$ cat src/design/rbpe_mul.sv
module rbpe_mul #(
  parameter int AW = 35
) (
  input  logic                 clk,
  input  logic signed [AW-1:0] a,
  input  logic signed [17:0]   b,
  output logic signed [AW+17:0] prod,
  output logic signed [AW+17:0] rnd
);

  always_ff @(posedge clk) begin
    prod <= a * b;
  end

  // Round to nearest and drop the sixteen fraction bits of the parameter.
  assign rnd = (prod + (AW+18)'(32768)) >>> 16;

endmodule

$ cat config.mk
export PLATFORM = sky130hd
export DESIGN_NAME = rbpe_mul
export DESIGN_NICKNAME = d
export VERILOG_FILES = /design/src/design/rbpe_mul.sv
export SDC_FILE = /design/constraint.sdc
export NUM_CORES = 2
export LEC_CHECK = 0
export ABC_AREA = 0
export ABC_CLOCK_PERIOD_IN_PS = 10800
export BUFFER_PORTS_ARGS = -buffer_cell sky130_fd_sc_hd__buf_2
export CAP_MARGIN = 5
export CORE_MARGIN = 10
export CORE_UTILIZATION = 30
export DETAILED_ROUTE_END_ITERATION = 12
export SLEW_MARGIN = 20
export SYNTH_ARGS = -nofsm -noshare
export SYNTH_HDL_FRONTEND = slang
export SYNTH_SLANG_ARGS = --single-unit
$ cat constraint.sdc
create_clock -name clk -period 10.8 [get_ports clk]
set_input_delay 2.16 -clock clk [delete_from_list [all_inputs] [get_ports clk]]
set_output_delay 2.16 -clock clk [all_outputs]
set_load 0.02 [all_outputs]
==> run_results.csv <==
group,metric,value,unit
run_status,outcome,"complete, no violations",
worst_setup_path,critPathKind,"in2reg",
yosys,number_of_enable_type_register_cells_in_the_synthesized_netlist,0,
sta,worst-slew-pin-transition,1160,ps
die,dieArea,89000,sq um
sta,final_hold_viol_count,0,
clock_tree,htree_levels,2,
finish,drive_gt1_frac,0.0768,
detailed_routing,drc_errors,0,
min_path,min_from,"a[0]",
yosys,yosysWarnings,0,
finish,final_net_count,3401,
sta,maxSlewHeadroom,0.217,
clock_tree,tritoncts_num_sinks,53,
global_routing,grt_util_all_layers,0.154,
detailed_routing,final_antenna_net_count,0,
detailed_routing,post_dr_wirelength_cell,18.2,microns
yosys,synth_seq_area_share,0.0457,
yosys,async_reset_ff_frac,0,
worst_setup_path,cp.required,11060,ps
finish,largest_register_ffs,53,
place,placedCellCount,3651,
finish,biggestRegsByFlops,"prod (53)",
die,die_y,298,microns
yosys,synth_cells,2576,
finish,flip_flop_and_latch_area,1060,sq um
yosys,mappedNetlistArea,23200,sq um
yosys,post_synth_most_frequent_cells,"inv_1, fa_1, nand2_1",
finish,multiInputGateArea,19200,sq um
global_routing,antenna_found_initial,11,
worst_setup_path,critPathCaptureType,"flip-flop",
clock_tree,cts_setup_buffers,0,
detailed_routing,routed_via_density,4.62,
detailed_routing,drtIter0Drc,982,
global_routing,global_route_wire_length_before_repair,107000,microns
sta,report.final.slew_viol_count,0,
finish,fillerInstances,8145,
clock_tree,hold_buffers,0,
min_path,min_to,"prod[0]$_DFF_P_",
flow_run,drv_cap,0,
die,chipWidth,298,microns
clock_tree,root_buffer,"clkbuf_16",
die,top_level_ports,160,
clock_tree,clock_tree.buffer_depth,2,
sta,post_route_clock_period_utilization,0.815,
finish,area_growth_syn_to_layout,7.53,%
detailed_routing,wl,66600,microns
place,io_buffer_count,159,
min_path,worst_hold_path_type,"in2reg",
worst_setup_path,setup.worst_path.start,"b[17]",
clock_tree,tritoncts,"done",
yosys,synth_ff_type,"dfxtp_1",
detailed_routing,detail_route.first_pass.iterations,8,
global_routing,grt_start_max_net_pins,36,
global_routing,grt.overflow.total,0,
sta,setup_viol_count_final,0,
yosys,post-synth-top-area-fraction,0.518,
yosys,synth.ff_latch_count,53,
place,detailedPlacementHpwl,52600,microns
detailed_routing,via_count,16895,
clock_tree,cts_made_buffers,5,
yosys,synth.largest_area_cell,"fa_1",
sta,setup_slack,1990,ps
finish,finalNonFillerCells,3659,
place,pre_cts_ws,1700,ps
die,std_cell_rows,102,
sta,max_clock_freq,0.114,GHz
clock_tree,clk_pin_slew,90,ps
yosys,synthesis.nets,3359,
place,replace_congestion,0.862,
die,design.core.area,77100,sq um
sta,fin_tns_setup,0,ps
die,initial_core_util,0.301,
worst_setup_path,arrival,9070,ps
yosys,synth_area_per_cell,9.02,sq um
yosys,top_area_cells_in_the_synthesized_netlist,"fa_1, inv_1, ha_1",
sta,min_tclk_post_route,8810,ps
worst_setup_path,start_kind,"input pin",
min_path,worst_hold_path.num_cells,2,
yosys,ys_types,58,
clock_tree,cts-resized-gates,0,
sta,rsz0062_at_grt,"no",
worst_setup_path,critical_path_peak_fanout,17,
global_routing,first_global_vias,18657,
finish,registers.top_by_ff_count,"prod",
yosys,post-synth-top-count-cell,"inv_1",
==> layout make-up <==
type / count / share of cell area
flip-flops and latches: 53 / 0.0425
well taps: 1040 / 0.0521
inverters: 638 / 0.0958
repair buffers: 163 / 0.0330
diodes: 1 / 0.000100
clock inverters: 2 / 0.00140
clock buffers: 5 / 0.00501
multi-input cells: 1757 / 0.770
==> how the worst max path moves through the flow <==
stage / endpoint / slack, ps / depth (start not counted)
detailed placement: prod[51]$_DFF_P_ / 1700 / 22
floorplan: prod[45]$_DFF_P_ / 2920 / 24
CTS: prod[45]$_DFF_P_ / 2040 / 22
global placement: prod[51]$_DFF_P_ / 1740 / 22
global route: prod[45]$_DFF_P_ / 1620 / 22
finish: prod[45]$_DFF_P_ / 1990 / 22
==> cell usage in the layout (no fill, tap or decap), types with 4 or more instances in the layout <==
cell type	n
xnor2_1	66
o21ai_0	23
and2_1	241
inv_1	637
xor2_1	21
dfxtp_1	53
nor3_1	5
nand4_1	15
nor2_1	61
clkbuf_16	5
ha_1	128
nand3_1	19
a21o_1	23
o21a_1	8
fa_1	601
a21oi_1	55
buf_2	159
and3_1	8
nand2_1	396
and4_1	4
buf_4	4
nor2b_1	7
a211oi_1	5
nand2b_1	19
==> metal layers <==
layer,track usage,part of all wire
met1,0.201,0.43
met3,0.0349,0.074
met5,0,0.0012
met4,0.0343,0.021
met2,0.257,0.48
==> critical path, stage by stage <==
cell,delay (ps)
buf_2,300
clkinv_1,570
buf_4,430
nor2_1,160
fa_1,440
fa_1,510
fa_1,430
fa_1,480
fa_1,500
inv_1,50
fa_1,470
inv_1,40
ha_1,400
o211ai_1,130
nor2_1,140
nor2b_1,70
o31a_1,300
nor4_2,660
nor2_2,150
o211ai_4,310
a21oi_2,120
o311ai_2,220
==> logic make-up after synthesis <==
kind of cell,after synthesis,synth area share
and+or+nand+nor,797,0.167
buffers and inverters,766,0.126
AOI/OAI and AO/OA,143,0.0412
muxes,1,0.000431
DFF,53,0.0457
xor gates and xnor gates,87,0.0328
adders and majority gates,729,0.587
==> metrics by stage <==
| stage | instance area (sq um) | utilization | hold slack (ps) |
|---|---|---|---|
| final | 25000 | 0.324 | 2340 |
| after global routing | 25000 | 0.324 | 2360 |
| after CTS | 25000 | 0.324 | 2330 |
| after detailed placement | 24800 | 0.322 | 2580 |
| after global placement | 24800 | 0.322 | 2580 |
| after floorplan | 23200 | - | 2280 |
Power is left out: the tool's default activity adds up to more than one toggle a clock period on the data nets, which glitch-free logic cannot reach.
