`config.mk`:
```
export PLATFORM = sky130hd
export DESIGN_NAME = rbpe_div
export DESIGN_NICKNAME = d
export VERILOG_FILES = /design/src/design/rbpe_pkg.sv /design/src/design/rbpe_div.sv
export SDC_FILE = /design/constraint.sdc
export NUM_CORES = 1
export LEC_CHECK = 0
export BUFFER_PORTS_ARGS = -buffer_cell sky130_fd_sc_hd__buf_2
export CORE_MARGIN = 3
export CORE_UTILIZATION = 40
export CTS_CLUSTER_DIAMETER = 80
export DETAILED_ROUTE_END_ITERATION = 8
export GPL_TIMING_DRIVEN = 0
export MAX_ROUTING_LAYER = met4
export PLACE_DENSITY = 0.65
export SYNTH_ARGS = -nofsm -noshare
export SYNTH_HDL_FRONTEND = slang
export SYNTH_SLANG_ARGS = --single-unit
```
`constraint.sdc`:
```
create_clock -name clk -period 10.5 [get_ports clk]
set_input_delay 1.05 -clock clk [delete_from_list [all_inputs] [get_ports clk]]
set_output_delay 1.05 -clock clk [all_outputs]
set_load 0.02 [all_outputs]
```
`src/design/rbpe_pkg.sv`:
```
package rbpe_pkg;

  // Width of a homogeneous weight: Q8.8 weight shifted up by eight bits.
  localparam int HW_BITS = 24;
  // Width of the curve parameter, Q1.16.
  localparam int T_BITS = 17;
  localparam logic [T_BITS-1:0] T_ONE = 17'h10000;
  // Width of one result coordinate, Q10.6.
  localparam int OUT_BITS = 16;
  localparam int ADDR_BITS = 2;
  localparam logic [ADDR_BITS-1:0] REG_POINT_COUNT = 2'd0;

  localparam logic MODE_WRITE = 1'b0;
  localparam logic MODE_EVAL = 1'b1;

  typedef struct packed {
    logic        mode;
    logic [6:0]  point_index;
    logic [9:0]  point_x;
    logic [9:0]  point_y;
    logic [15:0] point_weight;
    logic [16:0] eval_t;
  } req_t;

  typedef struct packed {
    logic [15:0] curve_x;
    logic [15:0] curve_y;
    logic        empty_flag;
  } res_t;

  typedef struct packed {
    logic                busy;
    logic                done;
    logic [OUT_BITS-1:0] quo;
  } div_stat_t;

endpackage

```
`src/design/rbpe_div.sv`:
```
module rbpe_div #(
  parameter int NUMW = 34
) (
  input  logic                            clk,
  input  logic                            rst,
  input  logic                            start,
  input  logic [NUMW-1:0]                 num,
  input  logic [rbpe_pkg::HW_BITS-1:0]    den,
  output rbpe_pkg::div_stat_t             stat
);

  localparam int DW = NUMW + 7;
  localparam int RW = rbpe_pkg::HW_BITS + 1;
  localparam int OB = rbpe_pkg::OUT_BITS;

  logic [DW-1:0] nval;
  logic [DW-1:0] dlim;
  logic [RW-1:0] rem;
  logic [RW-1:0] rtry;
  logic [OB-1:0] nlo;
  logic [OB-1:0] quo;
  logic [4:0]    cnt;
  logic          busy;
  logic          done;

  assign nval = {1'b0, num, 6'b0} + DW'(den >> 1);
  assign dlim = DW'({den, 16'b0});
  assign rtry = {rem[RW-2:0], nlo[OB-1]};

  always_ff @(posedge clk) begin
    if (rst) begin
      busy <= 1'b0;
      done <= 1'b0;
      cnt  <= '0;
    end else begin
      done <= 1'b0;
      if (start) begin
        if (nval >= dlim) begin
          quo  <= '1;
          done <= 1'b1;
        end else begin
          rem  <= RW'(nval >> 16);
          nlo  <= nval[OB-1:0];
          quo  <= '0;
          cnt  <= 5'd16;
          busy <= 1'b1;
        end
      end else if (busy) begin
        if (rtry >= RW'(den)) begin
          rem <= rtry - RW'(den);
          quo <= {quo[OB-2:0], 1'b1};
        end else begin
          rem <= rtry;
          quo <= {quo[OB-2:0], 1'b0};
        end
        nlo <= {nlo[OB-2:0], 1'b0};
        cnt <= cnt - 5'd1;
        if (cnt == 5'd1) begin
          busy <= 1'b0;
          done <= 1'b1;
        end
      end
    end
  end

  assign stat.busy = busy;
  assign stat.done = done;
  assign stat.quo  = quo;

endmodule

```
==> results of run 1 <==
## how the worst max path moves through the flow
stage / startpoint / slack [ns] / to
2_1_floorplan: num[0] / 2.37 / nlo[0]$_SDFFCE_PN0P_
3_3_place_gp: den[8] / -0.47 / rem[7]$_DFFE_PP_
3_5_place_dp: den[8] / 3.15 / rem[7]$_DFFE_PP_
4_1_cts: den[8] / 3.48 / nlo[1]$_DFFE_PP_
5_1_grt: den[8] / 3.05 / nlo[0]$_SDFFCE_PN0P_
6_report: den[8] / 3.33 / nlo[1]$_DFFE_PP_
## logic make-up (layout without fill, tap and decap cells)
family	count (synthesis)	in the layout
and+or+nand+nor	223	223
AOI/OAI and AO/OA	199	199
adders and majority gates	69	69
DFF	63	63
buffers and inverters	61	158
xor gates and xnor gates	42	42
muxes	16	16
## registers in the layout, indices dropped and copies added, names as in the netlist
register  flops
done          1
busy          1
cnt           5
nlo          16
rem          24
quo          16
## cell type report
type / instances / area share
Timing Repair Buffer: 81 / 0.0617
Multi-Input combinational cell: 549 / 0.557
Clock buffer: 10 / 0.0348
Inverter: 40 / 0.0218
Clock inverter: 6 / 0.0135
Buffer: 21 / 0.0137
Sequential cell: 63 / 0.265
Tap cell: 180 / 0.0328
## metal layers
layer / vias up / share of wire / track usage
met4: 0 / 0.026 / 0.0808
met2: 228 / 0.43 / 0.344
met5: - / 0 / -
met1: 2703 / 0.49 / 0.321
li1: 2675 / - / -
met3: 41 / 0.063 / 0.0518
## cells in the mapped netlist, types with 3 or more instances
cell type,number
a211oi_1,9
nor3b_1,3
xor2_1,14
nor4_1,6
nor3_1,5
a31oi_1,5
edfxtp_1,56
nand4_1,12
nor2b_1,8
a21boi_0,3
and3_1,9
or2_2,4
o211ai_1,4
xnor2_1,28
or3_1,4
ha_1,67
and4_1,3
mux2i_1,3
a21o_1,21
mux2_2,13
clkbuf_1,17
a21oi_1,68
o31ai_1,4
nand2_1,48
dfxtp_1,7
a2bb2oi_1,16
nand3_1,13
inv_1,39
o21a_1,7
nand2b_1,7
o21ai_0,35
nor2_1,88
## power groups by stage
| stage | clock, mW | sequential [mW] | combinational (mW) |
|---|---|---|---|
| 3_5_place_dp | 0 | 0.319 | 0.332 |
| 4_1_cts | 0.341 | 0.314 | 0.334 |
| 6_report | 0.336 | 0.314 | 0.341 |
| 2_1_floorplan | 0 | 0.323 | 0.228 |
| 5_1_grt | 0.353 | 0.316 | 0.374 |
| 3_3_place_gp | 0 | 0.320 | 0.322 |
## worst max-delay path: cells and delay by family
kind	cells	cell delay, ns
AO/OA/AOI/OAI	8	2.96
AND/OR/NAND/NOR	6	1.62
buffers and inverters	3	0.61
XOR/XNOR	1	0.33
adder cells (fa/ha/maj)	2	0.62
==> summary.md, run 1 <==
| Metric | Value |
|---|---|
| Worst Reg-to-Reg Cells | `11` |
| Synth Instances | `673` |
| Hold path endpoint | `cnt[4]$_SDFFE_PP0P_` |
| Placed Cells | `approximately 930` |
| Worst setup path class | `in2reg` |
| Syn avg cell area | `~9 µm²` |
| Sequential area share after synthesis | `0.310` |
| CP Cell Sequence | `buf_2 -> ha_1 -> a211oi_1 -> o21a_1 -> o21ai_0 -> and3_1 -> o41ai_2 -> nor3b_1 -> xor2_1 -> ha_1 -> nand4_1 -> nor2_1 -> a221oi_1 -> nand4_1 -> a221o_1 -> a21o_1 -> o21ai_2 -> nor3b_2 -> buf_6 -> buf_6` |
| Reg-to-reg critical path startpoint | `rem[12]$_DFFE_PP_` |
| Via-to-Cell Ratio | `5.94` |
| Clk Latency, worst-skew pair | `about 0.34 ns` |
| Initial DRT Pass Iterations | `5` |
| Distinct cells, synth | `67` |
| Cell area after layout | `0.00687 mm²` |
| Final HPWL DP | `14700 µm` |
| Reg power frac | `0.317` |
| Place WS | `3.15 ns` |
| Number of global-route vias before repair | `roughly 5500` |
| Routed Antenna Nets | `0` |
| Final setup margin | `3.33 ns` |
| Die Ht | `127 µm` |
| Final Power | `991 µW` |
| IO Count | `79` |
| Post-synthesis mux area share | `0.0300` |
| Slew Viols, Final | `0` |
| Combinational share of power | `0.344` |
| PD cells | `144 mW/mm²` |
| Syn Nets | `between 800 and 900` |
| Row count | `43` |
| WL per Instance | `between 15 and 20 µm` |
| Top cells by area, synth | `edfxtp_1 (29%), ha_1 (14%), a21oi_1 (5.8%), nor2_1 (5.6%), xnor2_1 (4.2%)` |
| GP Congestion | `around 0.96` |
| Post-Synth XOR/XNOR Area | `0.0625` |
| Non-Filler Instances | `950` |
| P_sw | `339 µW` |
| Grt total ovfl | `0` |
| Fraction of layout cells with a size suffix above 1 | `0.168` |
| CTS Sinks | `between 60 and 70` |
| Seq. cell area | `0.00182 mm²` |
| Highest-count cells in the layout ignoring fill and taps | `nor2_1 (87), buf_2 (78), a21oi_1 (68)` |
| Mapped Area | `between 0.005 and 0.006 mm²` |
| Largest family of logic cells by synthesized area | `compound AO/OA/AOI/OAI gates` |
| Antenna Cells | `0` |
| Syn-to-layout area delta | `16.8%` |
| Clock power frac | `0.339` |
| Worst Path Required | `10.55 ns` |
| Post-DP Area | `0.00654 mm²` |
| Hold_buf cts | `0` |
| Final Critical Period | `a little over 7 ns` |
| Worst hold margin | `0.508 ns` |
| Hold Path Depth | `1` |
| Max cap viols | `0` |
| Final hold violation count | `0` |
| Largest net degree at the start of global routing | `19` |
| CP Capture Type | `register` |
| Area of the multi-input gates | `0.00383 mm²` |
| Unrepaired setup endpoints after global routing | `false` |
| Residual DRC | `0` |
| Run status | `finished, final reports clean` |
| GRT Total Usage | `0.235` |
| Post-CTS Resized | `0` |
| Most common cell after layout, fill and taps aside | `nor2_1` |
| Utilization after layout | `0.486` |
| Adder-Cell Fraction of Synth Area | `0.149` |
| Total number of H-tree levels | `3` |
| Initial DRC count | `around 430` |
| TritonCTS buffer count | `9` |
| Async SR Flop Fraction | `0` |
| TNS Setup | `0 ns` |
| Max Fclk | `around 140 MHz` |
| Flop2flop setup slack | `between 6 and 7 ns` |
| Yosys Warn Count | `0` |
| Worst r2r dst | `rem[15]$_DFFE_PP_` |
| Min-delay src | `cnt[4]$_SDFFE_PP0P_` |
| Peak supply drop | `approximately 0.000074 V` |
| Die area | `between 0.015 and 0.02 mm²` |
| Port bufs | `78` |
| Starting Density | `0.416` |
| Post-Synth Simple-Gate Area | `0.186` |
| Critical path's largest stage delay | `about 0.96 ns` |
| DR vias | `~5600` |
| Complex-gate fraction of the synthesized area | `0.222` |
| Leak Pwr | `2.97 nW` |
| Setup bufs post-CTS | `0` |
| Area leader, netlist | `edfxtp_1` |
| CTS tree | `done` |
| First-pass GRT wire length | `28900 µm` |
| Worst-Margin Slew | `1.13 ns` |
| Hold WC Path Type | `reg2reg` |
| WP data arrival | `7.21 ns` |
| Clock Path Buffers | `2` |
| Fin nets | `895` |
| Worst Clk Skew | `0.00560 ns` |
| Synth top area share | `0.286` |
| Largest fanout on the critical path | `12` |
| Tcrit/Tclk final | `0.683` |
| Slew headroom | `0.241` |
| Initial antenna violation count | `0` |
| Setup-failing EPs final | `0` |
| #FFs+latches synth | `63` |
| Kind of start point of the critical path | `input pin` |
| Fill cell count | `1408` |
| Core area | `0.0141 mm²` |
| Final WL | `approximately 19000 µm` |
| Sw Ratio | `0.342` |
| Power Internal | `about 650 µW` |
| Clk root buf | `clkbuf_16` |
| Top FF cell, synth | `edfxtp_1` |
| Clk slew on worst S/H paths | `0.06 ns` |
| EDFF count, synth | `56` |
| Slowest CP cell | `o41ai_2` |
| Die width | `127 µm` |
No activity file was read; power rests on OpenSTA's default activity.
==> run 2: changes to the inputs <==
--- a/config.mk
+++ b/config.mk
@@ -12,7 +12,7 @@
 export DETAILED_ROUTE_END_ITERATION = 8
 export GPL_TIMING_DRIVEN = 0
 export MAX_ROUTING_LAYER = met4
-export PLACE_DENSITY = 0.65
+export PLACE_DENSITY = 0.67
 export SYNTH_ARGS = -nofsm -noshare
 export SYNTH_HDL_FRONTEND = slang
 export SYNTH_SLANG_ARGS = --single-unit
==> constraint.sdc (replaced) <==
create_clock -name clk -period 6.4 [get_ports clk]
set_input_delay 0.64 -clock clk [delete_from_list [all_inputs] [get_ports clk]]
set_output_delay 0.64 -clock clk [all_outputs]
set_load 0.02 [all_outputs]
==> run 2 against run 1 <==
Critical path depth unchanged. Non-clock buffer count is 1 lower. Register-to-register slack worse by 4.0 ns. Count of clock-buffer cells in the layout down 1. Critical endpoint is now rem[12]$_DFFE_PP_.
==> summary.md, run 2 (synthesis gave the netlist of run 1 again) <==
| Metric | Value |
|---|---|
| Run status | `finished, final reports clean (unchanged)` |
| Slew headroom | `0.287 (was 0.241)` |
| Highest-count cells in the layout ignoring fill and taps | `nor2_1 (87), buf_2 (78), a21oi_1 (68) (unchanged)` |
| Core area | `0.0141 mm² (unchanged)` |
| Clock Path Buffers | `2 (unchanged)` |
| CP Cell Sequence | `buf_2 -> ha_1 -> fa_1 -> a211o_1 -> a211oi_1 -> nor4_1 -> o21ai_0 -> a31oi_1 -> nand2_1 -> xnor2_1 -> ha_1 -> a21o_1 -> a21o_1 -> a221oi_1 -> nand4_1 -> a221o_1 -> a21o_1 -> o21ai_2 -> nor3b_4 -> buf_8 (was buf_2 -> ha_1 -> a211oi_1 -> o21a_1 -> o21ai_0 -> and3_1 -> o41ai_2 -> nor3b_1 -> xor2_1 -> ha_1 -> nand4_1 -> nor2_1 -> a221oi_1 -> nand4_1 -> a221o_1 -> a21o_1 -> o21ai_2 -> nor3b_2 -> buf_6 -> buf_6)` |
| Syn-to-layout area delta | `16.5% (was 16.8%)` |
| Fraction of layout cells with a size suffix above 1 | `0.166 (was 0.168)` |
| Slowest CP cell | `nor3b_4 (was o41ai_2)` |
| Crit-path leading delay family | `compound AO/OA/AOI/OAI gates (unchanged)` |
| DR vias | `5541 (was 5647)` |
| Largest regs | `rem: 24 flops, nlo: 16 flops, quo: 16 flops (unchanged)` |
| Tcrit/Tclk final | `0.935` |
| Worst Path Required | `6.43 ns (was 10.55 ns)` |
| Final WL | `17100 µm (was 18600 µm)` |
| WL per Instance | `18.0 µm (was 19.6 µm)` |
| Leak Pwr | `2.96 nW (was 2.97 nW)` |
| Max Fclk | `167 MHz` |
| Largest fanout on the critical path | `15 (was 12)` |
| Die Ht | `127 µm (unchanged)` |
| Slew Viols, Final | `0 (unchanged)` |
| Post-DP Area | `0.00654 mm² (about the same)` |
| GRT Total Usage | `0.217 (was 0.235)` |
| WP data arrival | `6.02 ns (was 7.21 ns)` |
| Grt total ovfl | `0 (unchanged)` |
| Total number of H-tree levels | `3 (unchanged)` |
| Most numerous cell on the critical path | `a21o_1` |
| Via-to-Cell Ratio | `5.84 (was 5.94)` |
| Fin nets | `894 (was 895)` |
| Routed Antenna Nets | `0 (unchanged)` |
| Hold_buf cts | `0 (unchanged)` |
| Clk root buf | `clkbuf_16 (unchanged)` |
| Peak supply drop | `0.000165 V (was 0.0000738 V)` |
| Worst setup path class | `in2reg (unchanged)` |
| Starting Density | `0.416 (unchanged)` |
| Clk Latency, worst-skew pair | `0.34 ns (about the same)` |
| Reg power frac | `0.328 (was 0.317)` |
| Die area | `0.0162 mm² (unchanged)` |
| Number of global-route vias before repair | `5282 (was 5463)` |
| CP Capture Type | `register (unchanged)` |
| Number of flip-flops in the largest register | `24 (unchanged)` |
| Final hold violation count | `0 (unchanged)` |
| Die width | `127 µm (unchanged)` |
| TritonCTS buffer count | `9 (unchanged)` |
| Unrepaired setup endpoints after global routing | `false (unchanged)` |
| Initial antenna violation count | `0 (unchanged)` |
| Antenna Cells | `0 (unchanged)` |
| Kind of start point of the critical path | `input pin (unchanged)` |
| GP Congestion | `0.969 (was 0.957)` |
| Clk slew on worst S/H paths | `0.06 ns (about the same)` |
| Most common cell after layout, fill and taps aside | `nor2_1 (unchanged)` |
| Utilization after layout | `0.485 (was 0.486)` |
| Worst Clk Skew | `0.0102 ns (was 0.00560 ns)` |
| Worst hold margin | `0.508 ns (about the same)` |
| Largest Register | `rem (unchanged)` |
| P_sw | `547 µW (was 339 µW)` |
| Final HPWL DP | `13600 µm (was 14700 µm)` |
| Sw Ratio | `0.348 (was 0.342)` |
| Combinational share of power | `0.350 (was 0.344)` |
| Residual DRC | `0 (unchanged)` |
| CTS Sinks | `63 (unchanged)` |
| Critical path's largest stage delay | `0.72 ns (was 0.96 ns)` |
| Clock power frac | `0.322 (was 0.339)` |
| Max cap viols | `0 (unchanged)` |
| PD cells | `229 mW/mm² (was 144 mW/mm²)` |
| Initial DRT Pass Iterations | `6 (was 5)` |
| Final Critical Period | `5.99 ns` |
| Final Power | `1.57 mW (was 991 µW)` |
| Setup-failing EPs final | `0 (unchanged)` |
| Largest net degree at the start of global routing | `19 (unchanged)` |
| Critical path buffers and inverters | `2 (was 3)` |
| Initial DRC count | `484 (was 426)` |
| First-pass GRT wire length | `27300 µm (was 28900 µm)` |
| Hold WC Path Type | `reg2reg (unchanged)` |
| Power Internal | `1.02 mW (was 653 µW)` |
| IO Count | `79 (unchanged)` |
| CTS tree | `done (unchanged)` |
| Cell area after layout | `0.00686 mm² (was 0.00687 mm²)` |
| Worst-Margin Slew | `1.04 ns (was 1.13 ns)` |
| Port bufs | `78 (unchanged)` |
| Row count | `43 (unchanged)` |
run 2: changes by cell type in the layout (fill, tap and decap cells not counted):
cell and delta:
clkinvlp_4 -1, nor3b_2 -1, nor3b_4 +1, buf_8 +2, clkbuf_8 -1, bufinv_16 -1
clkinv_2 +1, o41ai_2 -1, inv_6 +3, buf_6 -3, o41ai_4 +1, clkinv_4 -1
run 2: layout make-up:
| type | count | area (µm²) |
|---|---|---|
| clock inverters | 7 | 77.6 |
| clock buffers | 9 | 225 |
| well taps | 180 | 225 |
| plain buffers | 21 | 93.8 |
| fillers | 1346 | 7290 |
| flip-flops and latches | 63 | 1820 |
| multi-input cells | 549 | 3840 |
| repair buffers | 80 | 420 |
| inverters | 40 | 150 |
run 2: path summary, 6_finish.rpt:
path | startpoint | to | slack, ns | cells past startpoint
min | cnt[4]$_SDFFE_PP0P_ | cnt[4]$_SDFFE_PP0P_ | 0.51 | 1
max reg2reg | rem[12]$_DFFE_PP_ | rem[19]$_DFFE_PP_ | 2.41 | 11
max | den[7] | rem[12]$_DFFE_PP_ | 0.41 | 20
min reg2reg | cnt[4]$_SDFFE_PP0P_ | cnt[4]$_SDFFE_PP0P_ | 0.51 | 1
run 2: metrics by stage:
step                setup WS, ns  std cells  TNS (ns)
floorplan                  0.107        673         0
global placement           -1.68        931    -66.93
detailed placement       -0.0163        933    -0.341
CTS                        0.286        949         0
global route              0.0629        949         0
finish                     0.415        949         0
run 2: timing repair:
item | in CTS | in global routing
setup buffers | 0 | 0
endpoints found under the setup margin | 0 | 31
gates resized for setup | 0 | 1
run 2: routing by layer:
| metal | global-route usage | vias up | routed length (µm) |
|---|---|---|---|
| met1 | 0.295 | 2618 | 7670 |
| li1 | - | 2687 | - |
| met4 | 0.0656 | 0 | 404 |
| met5 | - | - | 0 |
| met3 | 0.0376 | 28 | 1190 |
| met2 | 0.334 | 208 | 7820 |
run 2: power groups by stage:
stage / sequential (mW) / clock, mW / combinational (mW)
after floorplan: 0.528 / 0 / 0.375
after global placement: 0.524 / 0 / 0.529
after detailed placement: 0.523 / 0 / 0.535
after CTS: 0.515 / 0.512 / 0.541
after global routing: 0.518 / 0.533 / 0.609
final: 0.515 / 0.506 / 0.550
